<file path="config.mk">
export PLATFORM = sky130hd
export DESIGN_NAME = motion_event_classifier
export DESIGN_NICKNAME = d
export VERILOG_FILES = /design/src/rtl/mec_pkg.sv /design/src/rtl/motion_event_classifier.sv
export SDC_FILE = /design/constraint.sdc
export NUM_CORES = 1
export LEC_CHECK = 0
export ABC_AREA = 1
export BUFFER_PORTS_ARGS = -buffer_cell sky130_fd_sc_hd__buf_4
export CAP_MARGIN = 40
export CORE_UTILIZATION = 60
export CTS_BUF_LIST = sky130_fd_sc_hd__clkbuf_2 sky130_fd_sc_hd__clkbuf_4 sky130_fd_sc_hd__clkbuf_8
export CTS_CLUSTER_SIZE = 14
export DETAILED_ROUTE_END_ITERATION = 6
export GPL_TIMING_DRIVEN = 1
export HOLD_SLACK_MARGIN = 0.12
export PLACE_DENSITY = 0.84
export SLEW_MARGIN = 0
export SYNTH_ARGS = -nofsm -noshare
export SYNTH_HDL_FRONTEND = slang
export SYNTH_SLANG_ARGS = --single-unit
</file>
<file path="constraint.sdc">
create_clock -name clk -period 4.9 [get_ports clk]
set_input_delay 0.735 -clock clk [delete_from_list [all_inputs] [get_ports clk]]
set_output_delay 0.735 -clock clk [all_outputs]
set_load 0.01 [all_outputs]
</file>
<file path="src/rtl/mec_pkg.sv">
// ----------------------------------------------------------------------------
// mec_pkg
// Event codes, register indexes and reset values for the motion event
// classifier.
// ----------------------------------------------------------------------------
package mec_pkg;

    localparam int unsigned THRESH_W   = 16;
    localparam int unsigned YAW_GATE_W = 15;
    localparam int unsigned ACCEL_W    = 17;
    localparam int unsigned YAW_W      = 16;
    localparam int unsigned TIME_W     = 32;
    localparam int unsigned COUNT_W    = 16;
    localparam int unsigned CFG_IDX_W  = 3;
    localparam int unsigned CFG_DATA_W = 16;

    typedef enum logic [2:0] {
        EV_NONE         = 3'd0,
        EV_BRAKE        = 3'd1,
        EV_BUMP         = 3'd2,
        EV_CORNER_RIGHT = 3'd3,
        EV_CORNER_LEFT  = 3'd4,
        EV_ACCEL        = 3'd5
    } event_code_t;

    typedef enum logic [CFG_IDX_W-1:0] {
        REG_BRAKE       = 3'd0,
        REG_HARD_BRAKE  = 3'd1,
        REG_BUMP        = 3'd2,
        REG_CORNER      = 3'd3,
        REG_HARD_CORNER = 3'd4,
        REG_YAW_GATE    = 3'd5,
        REG_ACCEL       = 3'd6,
        REG_COOLDOWN    = 3'd7
    } cfg_index_t;

    localparam logic [THRESH_W-1:0]   BRAKE_RST       = 16'd1434;
    localparam logic [THRESH_W-1:0]   HARD_BRAKE_RST  = 16'd2048;
    localparam logic [THRESH_W-1:0]   BUMP_RST        = 16'd2048;
    localparam logic [THRESH_W-1:0]   CORNER_RST      = 16'd1434;
    localparam logic [THRESH_W-1:0]   HARD_CORNER_RST = 16'd2048;
    localparam logic [YAW_GATE_W-1:0] YAW_GATE_RST    = 15'd160;
    localparam logic [THRESH_W-1:0]   ACCEL_RST       = 16'd1229;
    localparam logic [THRESH_W-1:0]   COOLDOWN_RST    = 16'd1500;

    localparam logic [COUNT_W-1:0]    COUNT_MAX       = '1;

endpackage

</file>
<file path="src/rtl/motion_event_classifier.sv">
// ----------------------------------------------------------------------------
// motion_event_classifier
// Classifies one car-frame motion sample per transaction into an event code
// and keeps saturating hard-brake and hard-corner counts.
// ----------------------------------------------------------------------------
// One sample is taken per clock while in_stall is low. A sample is captured in
// an input register, judged against the thresholds and per-event cooldown
// timestamps in a single combinational pass, and its result lands in the
// output register once that register is free, raising out_valid. Event state is
// updated as the sample moves into the output register, which keeps back to
// back samples exact. Throughput is one transaction per cycle while out_stall
// is low; the input side keeps accepting while a result waits as long as the
// input register is free.
module motion_event_classifier
(
    input  logic                                clk,
    input  logic                                rst_n,

    input  logic                                cfg_we,
    input  logic [mec_pkg::CFG_IDX_W-1:0]       cfg_index,
    input  logic [mec_pkg::CFG_DATA_W-1:0]      cfg_data,

    input  logic                                in_valid,
    output logic                                in_stall,
    input  logic signed [mec_pkg::ACCEL_W-1:0]  fwd_accel,
    input  logic signed [mec_pkg::ACCEL_W-1:0]  lat_accel,
    input  logic signed [mec_pkg::ACCEL_W-1:0]  vert_accel,
    input  logic signed [mec_pkg::YAW_W-1:0]    yaw_rate,
    input  logic [mec_pkg::TIME_W-1:0]          now_ms,
    input  logic                                in_drive,
    input  logic                                clear_counts,

    output logic                                out_valid,
    input  logic                                out_stall,
    output logic [2:0]                          event_code,
    output logic [mec_pkg::COUNT_W-1:0]         hard_brake_total,
    output logic [mec_pkg::COUNT_W-1:0]         hard_corner_total
);

    localparam int unsigned AW = mec_pkg::ACCEL_W;
    localparam int unsigned YW = mec_pkg::YAW_W;
    localparam int unsigned TW = mec_pkg::TIME_W;
    localparam int unsigned CW = mec_pkg::COUNT_W;
    localparam int unsigned HW = mec_pkg::THRESH_W;

    // configuration
    logic [HW-1:0]                     brake_thresh_reg;
    logic [HW-1:0]                     hard_brake_thresh_reg;
    logic [HW-1:0]                     bump_thresh_reg;
    logic [HW-1:0]                     corner_thresh_reg;
    logic [HW-1:0]                     hard_corner_thresh_reg;
    logic [mec_pkg::YAW_GATE_W-1:0]    yaw_gate_reg;
    logic [HW-1:0]                     accel_thresh_reg;
    logic [HW-1:0]                     cooldown_ms_reg;

    // input register
    logic                              s1_valid_reg;
    logic signed [AW-1:0]              s1_fwd_reg;
    logic signed [AW-1:0]              s1_lat_reg;
    logic signed [AW-1:0]              s1_vert_reg;
    logic signed [YW-1:0]              s1_yaw_reg;
    logic [TW-1:0]                     s1_now_reg;
    logic                              s1_drive_reg;
    logic                              s1_clr_reg;

    // event state
    logic [TW-1:0]                     last_brake_reg,  last_brake_next;
    logic [TW-1:0]                     last_bump_reg,   last_bump_next;
    logic [TW-1:0]                     last_corner_reg, last_corner_next;
    logic [TW-1:0]                     last_accel_reg,  last_accel_next;
    logic [CW-1:0]                     hb_count_reg,    hb_count_next;
    logic [CW-1:0]                     hc_count_reg,    hc_count_next;

    // output register
    logic                              out_valid_reg;
    mec_pkg::event_code_t              code_reg, code_next;

    logic                              out_free;
    logic                              s1_move;
    logic                              in_take;

    logic [AW-1:0]                     braking_mag;
    logic [AW-1:0]                     accel_mag;
    logic [AW-1:0]                     corner_mag;
    logic [AW-1:0]                     bump_mag;
    logic [YW-1:0]                     yaw_mag;
    logic                              turning;
    logic                              brake_hit;
    logic                              bump_hit;
    logic                              corner_hit;
    logic                              accel_hit;
    logic [CW-1:0]                     hb_base;
    logic [CW-1:0]                     hc_base;

    assign out_free = !out_valid_reg || !out_stall;
    assign s1_move  = s1_valid_reg && out_free;
    assign in_stall = s1_valid_reg && !out_free;
    assign in_take  = in_valid && !in_stall;

    function automatic logic [AW-1:0] abs_val(input logic signed [AW-1:0] v);
        abs_val = v[AW-1] ? (~v + 1'b1) : v;
    endfunction

    always_comb
    begin
        braking_mag = s1_fwd_reg[AW-1] ? abs_val(s1_fwd_reg) : '0;
        accel_mag   = s1_fwd_reg[AW-1] ? '0 : s1_fwd_reg;
        corner_mag  = abs_val(s1_lat_reg);
        bump_mag    = abs_val(s1_vert_reg);
        yaw_mag     = s1_yaw_reg[YW-1] ? (~s1_yaw_reg + 1'b1) : s1_yaw_reg;
        turning     = yaw_mag >= {1'b0, yaw_gate_reg};

        brake_hit  = (braking_mag >= {1'b0, brake_thresh_reg})
                     && ((s1_now_reg - last_brake_reg) >= {16'd0, cooldown_ms_reg});
        bump_hit   = (bump_mag >= {1'b0, bump_thresh_reg})
                     && ((s1_now_reg - last_bump_reg) >= {16'd0, cooldown_ms_reg});
        corner_hit = (corner_mag >= {1'b0, corner_thresh_reg}) && turning
                     && ((s1_now_reg - last_corner_reg) >= {16'd0, cooldown_ms_reg});
        accel_hit  = (accel_mag >= {1'b0, accel_thresh_reg})
                     && ((s1_now_reg - last_accel_reg) >= {16'd0, cooldown_ms_reg});

        hb_base = s1_clr_reg ? '0 : hb_count_reg;
        hc_base = s1_clr_reg ? '0 : hc_count_reg;

        last_brake_next  = last_brake_reg;
        last_bump_next   = last_bump_reg;
        last_corner_next = last_corner_reg;
        last_accel_next  = last_accel_reg;
        hb_count_next    = hb_base;
        hc_count_next    = hc_base;
        code_next        = mec_pkg::EV_NONE;

        if (brake_hit)
        begin
            last_brake_next = s1_now_reg;
            code_next       = mec_pkg::EV_BRAKE;
            if (s1_drive_reg && (braking_mag >= {1'b0, hard_brake_thresh_reg})
                && (hb_base != mec_pkg::COUNT_MAX))
            begin
                hb_count_next = hb_base + 1'b1;
            end
        end
        else if (bump_hit)
        begin
            last_bump_next = s1_now_reg;
            code_next      = mec_pkg::EV_BUMP;
        end
        else if (corner_hit)
        begin
            last_corner_next = s1_now_reg;
            code_next        = (!s1_yaw_reg[YW-1] && (s1_yaw_reg != '0))
                               ? mec_pkg::EV_CORNER_RIGHT : mec_pkg::EV_CORNER_LEFT;
            if (s1_drive_reg && (corner_mag >= {1'b0, hard_corner_thresh_reg})
                && (hc_base != mec_pkg::COUNT_MAX))
            begin
                hc_count_next = hc_base + 1'b1;
            end
        end
        else if (accel_hit)
        begin
            last_accel_next = s1_now_reg;
            code_next       = mec_pkg::EV_ACCEL;
        end
    end

    always_ff @(posedge clk or negedge rst_n)
    begin
        if (!rst_n)
        begin
            brake_thresh_reg       <= mec_pkg::BRAKE_RST;
            hard_brake_thresh_reg  <= mec_pkg::HARD_BRAKE_RST;
            bump_thresh_reg        <= mec_pkg::BUMP_RST;
            corner_thresh_reg      <= mec_pkg::CORNER_RST;
            hard_corner_thresh_reg <= mec_pkg::HARD_CORNER_RST;
            yaw_gate_reg           <= mec_pkg::YAW_GATE_RST;
            accel_thresh_reg       <= mec_pkg::ACCEL_RST;
            cooldown_ms_reg        <= mec_pkg::COOLDOWN_RST;
        end
        else if (cfg_we)
        begin
            case (mec_pkg::cfg_index_t'(cfg_index))
                mec_pkg::REG_BRAKE:       brake_thresh_reg       <= cfg_data;
                mec_pkg::REG_HARD_BRAKE:  hard_brake_thresh_reg  <= cfg_data;
                mec_pkg::REG_BUMP:        bump_thresh_reg        <= cfg_data;
                mec_pkg::REG_CORNER:      corner_thresh_reg      <= cfg_data;
                mec_pkg::REG_HARD_CORNER: hard_corner_thresh_reg <= cfg_data;
                mec_pkg::REG_YAW_GATE:    yaw_gate_reg <= cfg_data[mec_pkg::YAW_GATE_W-1:0];
                mec_pkg::REG_ACCEL:       accel_thresh_reg       <= cfg_data;
                mec_pkg::REG_COOLDOWN:    cooldown_ms_reg        <= cfg_data;
                default:                  ;
            endcase
        end
    end

    always_ff @(posedge clk or negedge rst_n)
    begin
        if (!rst_n)
        begin
            s1_valid_reg    <= 1'b0;
            out_valid_reg   <= 1'b0;
            last_brake_reg  <= '0;
            last_bump_reg   <= '0;
            last_corner_reg <= '0;
            last_accel_reg  <= '0;
            hb_count_reg    <= '0;
            hc_count_reg    <= '0;
        end
        else
        begin
            if (in_take)
            begin
                s1_valid_reg <= 1'b1;
            end
            else if (s1_move)
            begin
                s1_valid_reg <= 1'b0;
            end

            if (s1_move)
            begin
                out_valid_reg   <= 1'b1;
                last_brake_reg  <= last_brake_next;
                last_bump_reg   <= last_bump_next;
                last_corner_reg <= last_corner_next;
                last_accel_reg  <= last_accel_next;
                hb_count_reg    <= hb_count_next;
                hc_count_reg    <= hc_count_next;
            end
            else if (!out_stall)
            begin
                out_valid_reg <= 1'b0;
            end
        end
    end

    always_ff @(posedge clk)
    begin
        if (in_take)
        begin
            s1_fwd_reg   <= fwd_accel;
            s1_lat_reg   <= lat_accel;
            s1_vert_reg  <= vert_accel;
            s1_yaw_reg   <= yaw_rate;
            s1_now_reg   <= now_ms;
            s1_drive_reg <= in_drive;
            s1_clr_reg   <= clear_counts;
        end
        if (s1_move)
        begin
            code_reg <= code_next;
        end
    end

    assign out_valid         = out_valid_reg;
    assign event_code        = code_reg;
    assign hard_brake_total  = hb_count_reg;
    assign hard_corner_total = hc_count_reg;

endmodule

</file>
### Yosys cells after proc, flatten, opt, wreduce, memory -nomap -nowiden

Index checks and enable logic that the tools add are counted.

* add/subtract/negate cells: 10
* multipliers: 0
* div/mod/pow operators: 0
* order comparisons: 11
* equality and inequality tests: 10
* shift-type cells: 0
* muxes and demuxes: 21
* bitwise logic cells: 7
* reductions and logical operators: 35

Operators with widths (number)
* 2-to-1 mux 16 bit: 10
* >= comparator 32 x 16 -> 1 bit: 4
* subtractor 32 bit: 4
* >= comparator 17 x 16 -> 1 bit: 5
* adder 17 x 1 -> 17 bit (second input constant): 3
* 2-to-1 mux 17 bit: 3
* NOT 17 bit: 3
* adder 16 x 1 -> 16 bit (second input constant): 3
* inequality test 16 bit (second input constant): 2
* AND reduction 2 bit: 9
* >= comparator 16 x 15 -> 1 bit: 1
* >= comparator 16 bit: 1
* NOT 16 bit: 1
* nonzero test 16 bit: 1
* logical AND 1 bit: 13
* equality test 3 bit (second input constant): 4
* 2-to-1 mux 3 bit: 3
* equality test 3 x 2 -> 1 bit (second input constant): 2
* zero test 1 bit: 5
* AND reduction 5 bit: 1
* 2-to-1 mux 1 bit: 4
* AND reduction 4 bit: 1
* equality test 3 x 1 -> 1 bit (second input constant): 1
* zero test 3 bit: 1
* 7 further kinds: 9

* register bits: 393
* latch bits: 0
* RAM bits: 0
* memory bits (read-only): 0
* word-level logic and storage cells: 119
* memories kept: 0

### Logic depth before layout (Yosys ltp)

Gate-level depths: netlist of the first run.

* depth after elaboration: 10
* mapped depth: 30
* mapped depth without buffers: 30

### Least setup slack after synthesis of the first run

No wires, ideal clock.

* path type: input -> register
* start point: in out_stall
* end point: reg s1_clr_reg, enable pin
* library setup time: 0.455 ns
* arrival time: 2.984 ns
* setup slack: 1.462 ns
* stages: 5
* cells stage by stage: nand2_1 nor2_1 inv_1 nand2_1 inv_1

* cells in the longest elaborated chain, start to end: 6

Ends and longest elaborated chain
* start: declaration: line motion_event_classifier.sv:34 `input logic out_stall,`
* zero test 1 bit
* logical OR 1 bit: line motion_event_classifier.sv:95 `assign out_free = !out_valid_reg || !out_stall;`
* zero test 1 bit: line motion_event_classifier.sv:97 `assign in_stall = s1_valid_reg && !out_free;`
* logical AND 1 bit: line motion_event_classifier.sv:97
* net in_stall: line motion_event_classifier.sv:24 `output logic in_stall,`
* zero test 1 bit: line motion_event_classifier.sv:98 `assign in_take = in_valid && !in_stall;`
* logical AND 1 bit: line motion_event_classifier.sv:98
* net in_take: line motion_event_classifier.sv:80 `logic in_take;`
* end signal: assignment: line motion_event_classifier.sv:246 `s1_clr_reg <= clear_counts;`
* end: declaration: line motion_event_classifier.sv:64 `logic s1_clr_reg;`

The timed path passes the listed nets, and every way through them passes these cells.
A chain may end at the register's enable or synchronous reset.

### Final worst setup path of the first run

* start point: reg s1_vert_reg[1]
* end point: reg code_reg[2], in the netlist event_code[2], data pin

* cells in the longest elaborated chain, start to end: 6

Ends and longest elaborated chain
* start: declaration: line motion_event_classifier.sv:60 `logic signed [AW-1:0] s1_vert_reg;`
* start signal: assignment: line motion_event_classifier.sv:242 `s1_vert_reg <= vert_accel;`
* NOT 17 bit: line motion_event_classifier.sv:101 `abs_val = v[AW-1] ? (~v + 1'b1) : v;`
* adder 17 x 1 -> 17 bit: line motion_event_classifier.sv:101
* 2-to-1 mux 17 bit (*): line motion_event_classifier.sv:101
* >= comparator 17 x 16 -> 1 bit (*): line motion_event_classifier.sv:115 `bump_hit = (bump_mag >= {1'b0, bump_thresh_reg})`
* logical AND 1 bit (*): line motion_event_classifier.sv:116 `&& ((s1_now_reg - last_bump_reg) >= {16'd0, cooldown_ms_reg});`
* OR reduction 2 bit (no line) (*)
* end signal: assignment: line motion_event_classifier.sv:250 `code_reg <= code_next;`
* end: declaration: line motion_event_classifier.sv:76 `mec_pkg::event_code_t code_reg, code_next;`

Mark *: on every way between the ends. The rest lies on a longest branch, timed or not.

==> out/qor.csv, run 1 <==
metric,value,unit
status,"complete, no violations",
tightest_slew,0.943,ns
dieHeight,228,um
coreArea,50200,um^2
crit_type,reg -> reg,
ys_ff_latch,393,
cts-resized-gates,0,
ant_nets,0,
start_util,0.609,
rsz0062_at_grt,false,
cts_buffers,72,
cts_buffer_depth,3,
fin_crit_sh,0.906,
first_pass_iters,6,
synth_cell_types,48,
synth_compound_area_frac,0.0878,
clkTransAtPathRegs,0.06,ns
routed_wl,90600,um
path_max_fanout,5,
muxShareOfSynthArea,0,
yosys-top-cells-count,"nand2_1, inv_1, nor2_1",
critPathLaunchType,flop,
fin_setup_tns,0,ns
port-buffer-count,161,
first_global_vias,27798,
synth-adder-area-share,0.128,
pwr-share-clk,0.186,
syn2layout_area_growth,12.0,%
async_flop_share,0.735,
drive_gt1_frac,0.0850,
synth_most_common_cell,nand2_1,
p_seq_frac,0.253,
cp.required,5.30,ns
hp-class,in -> reg,
synth_area_leaders,"dfrtp_1, nand2_1, ha_1",
worst_hold_slack,0.223,ns
drv_slew,0,
syn_area,30600,um^2
p_leak,18.6,nW
vias,29304,
post_cts_buffers,0,
yosysWarnings,0,
rrSetupSlack,0.46,ns
hold_viol_final,0,
track_usage,0.351,
maxCapViolations,0,
fin_skew,0.0388,ns
drc,0,
switchingPower,8.57,mW
powerDensity,536,nW/um^2
synth_edf_count,104,
synth_fp_nets,4886,
avgSynthCellArea,6.86,um^2
insertion_delay,0.68,ns
synth-simple-area-share,0.297,
overflow,0,
fin_crit,4.44,ns
share_comb_of_total_power,0.561,
gp_congestion,1.02,
max_freq,225,MHz
fin_ws,0.463,ns
place_ws,0.538,ns
htreeDepth,3,
cp-end-kind,flop,
rows,82,
dieArea,51800,um^2
synth_top_family_by_area,simple AND/OR/NAND/NOR gates,
relSlewSlack,0.370,
cts-root-buf,clkbuf_8,
swShare,0.467,
cts_num_sinks,393,
critPathArrivalTime,4.83,ns
fillers,4380,
yosysTopAreaCell,dfrtp_1,
antenna_found_initial,2,
ys_seq_area_frac,0.340,
synth_flop_cell,dfrtp_1,
vias_per_cell,5.44,
synth-xor-area-share,0.0333,
dpl.hpwl,70000,um
intPower,9.78,mW
cts_tree,built,
grt_pass1_wl,141000,um
io-pin-count,162,
regArea,10400,um^2
multi_input_area,16700,um^2
grt_start_max_net_pins,107,
yosys.area.top_type_share,0.212,
setup_viol,0,
syn_inst,4452,
die_x,228,um
fin_nets,5092,
wire_per_inst,16.8,um
holdBufCountCts,1,
drt_iter0_markers,2466,
peakVddDrop,0.345,mV
utilization,0.682,
layout make-up:
cell class / instances / share of cell area
Antenna cell: 2 / 0.000146
Clock buffer: 104 / 0.0376
Clock inverter: 29 / 0.00749
Inverter: 841 / 0.0923
Multi-Input combinational cell: 3149 / 0.487
Sequential cell: 393 / 0.304
Tap cell: 672 / 0.0246
Timing Repair Buffer: 201 / 0.0471
metal layers:
| metal | routed length [um] | vias up | part of all wire | track usage |
|---|---|---|---|---|
| met5 | 13 | - | 0.00014 | 0 |
| met4 | 4500 | 2 | 0.050 | 0.178 |
| met3 | 6700 | 274 | 0.074 | 0.0621 |
| met2 | 42800 | 1060 | 0.47 | 0.592 |
| met1 | 36600 | 13529 | 0.40 | 0.433 |
| li1 | - | 14439 | - | - |
per-stage QoR:
step	area [um^2]	cells	total power, mW
floorplan	30600	4452	12.1
global placement	32600	5250	14.5
CTS	34200	5389	18.2
finish	34200	5391	18.3
detailed placement	32700	5255	14.7
global route	34200	5389	20.0
cell families (layout without fill, tap and decap cells):
| logic type | count (synthesis) | count (layout) |
|---|---|---|
| flip-flops | 393 | 393 |
| buffers and inverters | 910 | 1175 |
| other | 0 | 2 |
| XOR/XNOR | 116 | 116 |
| AND/OR/NAND/NOR | 2215 | 2215 |
| AO/OA/AOI/OAI | 509 | 509 |
| adder cells (fa/ha/maj) | 309 | 309 |
cells in the final DEF (no fill, tap or decap), drive strengths merged, types with 89 or more instances in the layout:
cell and count:
a21oi 197, buf 200, clkbuf 104, dfrtp 259, edfxtp 104, ha 305, inv 839, nand2 1442
nand3 204, nor2 395, o21ai 257, xor2 89
power by group through the flow:
stage,Combinational [mW],Clock (mW),Sequential [mW]
after detailed placement,10.1,0,4.68
after global routing,11.7,3.60,4.71
after floorplan,7.53,0,4.55
after CTS,10.2,3.46,4.63
final,10.3,3.41,4.64
after global placement,9.85,0,4.65
critical path, cell delays in order (launching register included):
cell and delay (ns):
edfxtp_1 0.42, inv_1 0.10, ha_1 0.14, inv_1 0.05, nor3_1 0.22, nand2_1 0.13, nor3_1 0.24, nand2_1 0.15
o31ai_1 0.34, xnor2_1 0.13, ha_1 0.31, nand2_1 0.06, nor2_1 0.16, nand2_1 0.07, nand2_1 0.05, a21boi_0 0.06
o21ai_0 0.53, nand2_2 0.34, nand2_4 0.20, inv_1 0.14, nand3_1 0.24, nand2_1 0.10
final timing paths:
kind | from | endpoint | cells past startpoint
max | s1_vert_reg[1]$_DFFE_PP_ | event_code[2]$_SDFFCE_PP0P_ | 21
min reg2reg | last_accel_reg[25]$_DFFE_PN0P_ | last_accel_reg[25]$_DFFE_PN0P_ | 2
min | lat_accel[13] | s1_lat_reg[13]$_DFFE_PP_ | 1
max reg2reg | s1_vert_reg[1]$_DFFE_PP_ | event_code[2]$_SDFFCE_PP0P_ | 21
max in group asynchronous | rst_n | last_corner_reg[16]$_DFFE_PN0P_ | 3
min in group asynchronous | rst_n | corner_thresh_reg[2]$_DFFE_PN0P_ | 2
No activity file was read; power rests on OpenSTA's default activity.
==> inputs of run 2 (changes only) <==
CORE_UTILIZATION = 30   (was 60)
CTS_BUF_LIST = not set   (was sky130_fd_sc_hd__clkbuf_2 sky130_fd_sc_hd__clkbuf_4 sky130_fd_sc_hd__clkbuf_8)
PLACE_DENSITY = 0.51   (was 0.84)
==> run 2 against run 1 <==
Die area rose by 99%. Worst hold slack better by 0.045 ns. Sequential cell count unchanged. Critical endpoint is now last_bump_reg[21]$_DFFE_PN0P_. Largest power group unchanged.
==> out/qor.csv, run 2 (synthesis gave the netlist of run 1 again) <==
metric,value,unit
status,"complete, no violations",
maxCapViolations,0,
switchingPower,8.68,mW
start_util,0.304,
gp_congestion,0.912,
insertion_delay,0.65,ns
intPower,10.2,mW
setup_viol,0,
critPathLaunchType,flop,
grt_start_max_net_pins,111,
routed_wl,98600,um
pwr-share-clk,0.208,
dp_cells,5952,
io-pin-count,162,
cp.required,5.45,ns
htreeDepth,2,
ant_nets,0,
track_usage,0.191,
diodes,0,
powerDensity,532,nW/um^2
die_x,321,um
fin_nets,5083,
path_max_fanout,64,
cts_tree,built,
worst_hold_slack,0.268,ns
final_common_cell,nand2_1,
postLayoutCellArea,35400,um^2
cts_buffers,50,
rsz0062_at_grt,true,
relSlewSlack,0.409,
fin_crit_sh,0.900,
antenna_found_initial,4,
dieHeight,321,um
drt_iter0_markers,1798,
wire_per_inst,16.3,um
p_seq_frac,0.245,
drive_gt1_frac,0.0791,
final_cell_count_no_fill,6048,
tightest_slew,0.884,ns
max_freq,227,MHz
rows,116,
drv_slew,0,
overflow,0,
vias_per_cell,4.57,
mostFrequentLayoutCells,"nand2_1, inv_1, nor2_1, ha_1, dfrtp_1",
p_leak,18.7,nW
dpl.hpwl,79100,um
vias,27623,
fin_skew,0.0338,ns
cts_buffer_depth,3,
clkTransAtPathRegs,0.06,ns
hold_viol_final,0,
placed_cell_area,33600,um^2
grt_pass1_wl,152000,um
cts-root-buf,clkbuf_16,
syn2layout_area_growth,15.9,%
first_pass_iters,6,
cts_num_sinks,393,
dieArea,103000,um^2
first_global_vias,26122,
hp-class,in -> reg,
drc,0,
crit_type,reg -> reg,
critPathArrivalTime,4.96,ns
cp-end-kind,flop,
swShare,0.460,
coreArea,100000,um^2
power.total,18.9,mW
share_comb_of_total_power,0.547,
port-buffer-count,161,
utilization,0.353,
fin_crit,4.41,ns
peakVddDrop,0.270,mV
[run 2: changes by cell type in the layout (fill, tap and decap cells not counted), moves of 3 or more]
| cell | change |
|---|---|
| clkbuf_8 | -75 |
| clkbuf_16 | +52 |
| clkbuf_4 | -23 |
| clkbuf_1 | +11 |
| buf_4 | +8 |
| clkinv_1 | -6 |
| clkinv_2 | -6 |
| clkinv_4 | +4 |
| buf_8 | +3 |
[run 2: timing repair]
action,in CTS,in global routing
setup buffers,0,1
hold buffers,1,0
endpoints found under the setup margin,0,63
gates resized for setup,0,3
hold endpoints to repair,60,0
[run 2: critical path, stage by stage, from the launching register on]
cell	delay [ns]
edfxtp_1	0.42
buf_4	0.20
ha_1	0.43
nand2_1	0.09
nand2_1	0.13
inv_2	0.05
nand2_2	0.11
nand2_1	0.07
nand2_1	0.14
nand2_1	0.07
nand2_1	0.14
xor2_1	0.18
ha_1	0.26
a21oi_1	0.14
nor2_1	0.05
a211oi_1	0.25
nand3_1	0.14
nor2_1	0.16
nand3_1	0.10
nor2_1	0.11
nand2_1	0.10
nand2_2	0.19
inv_1	0.11
nand3_2	0.07
buf_6	0.39
nor2_1	0.08
a21oi_1	0.13
[run 2: path summary, 6_finish.rpt]
kind	from	to	slack [ns]	depth (start not counted)
min in group asynchronous	rst_n	last_accel_reg[30]$_DFFE_PN0P_	0.65	2
worst max-delay path	s1_now_reg[2]$_DFFE_PP_	last_bump_reg[21]$_DFFE_PN0P_	0.49	26
worst max register to register	s1_now_reg[2]$_DFFE_PP_	last_bump_reg[21]$_DFFE_PN0P_	0.49	26
worst min-delay path	now_ms[31]	s1_now_reg[31]$_DFFE_PP_	0.27	1
worst min register to register	last_accel_reg[11]$_DFFE_PN0P_	last_accel_reg[11]$_DFFE_PN0P_	0.47	2
max in group asynchronous	rst_n	accel_thresh_reg[4]$_DFFE_PN0P_	3.17	3
[run 2: stage by stage]
step | setup TNS (ns) | worst slack (ns)
after detailed placement | 0 | 0.393
final | 0 | 0.489
after global routing | -0.0489 | -0.0180
after floorplan | 0 | 1.46
after global placement | 0 | 0.399
after CTS | 0 | 0.322
[run 2: final cells by class]
type	count	area, um^2
clock buffers	69	1430
well taps	1357	1700
repair buffers	214	1740
inverters	841	3160
multi-input cells	3149	16700
clock inverters	25	315
fillers	10913	65000
flip-flops and latches	393	10400
[run 2: power groups by stage]
stage                     Sequential [mW]  Clock (mW)  Combinational, mW
after floorplan                      4.55           0               7.53
after global placement               4.66           0               10.2
after detailed placement             4.67           0               10.3
after CTS                            4.62        4.05               10.3
after global routing                 4.70        4.17               11.9
final                                4.61        3.93               10.3
[run 2: layer usage]
layer	track usage	part of all wire	vias up
li1	-	-	14421
met1	0.269	0.48	12582
met2	0.311	0.45	521
met3	0.0234	0.044	93
met4	0.0418	0.018	6
met5	0	0.00029	-
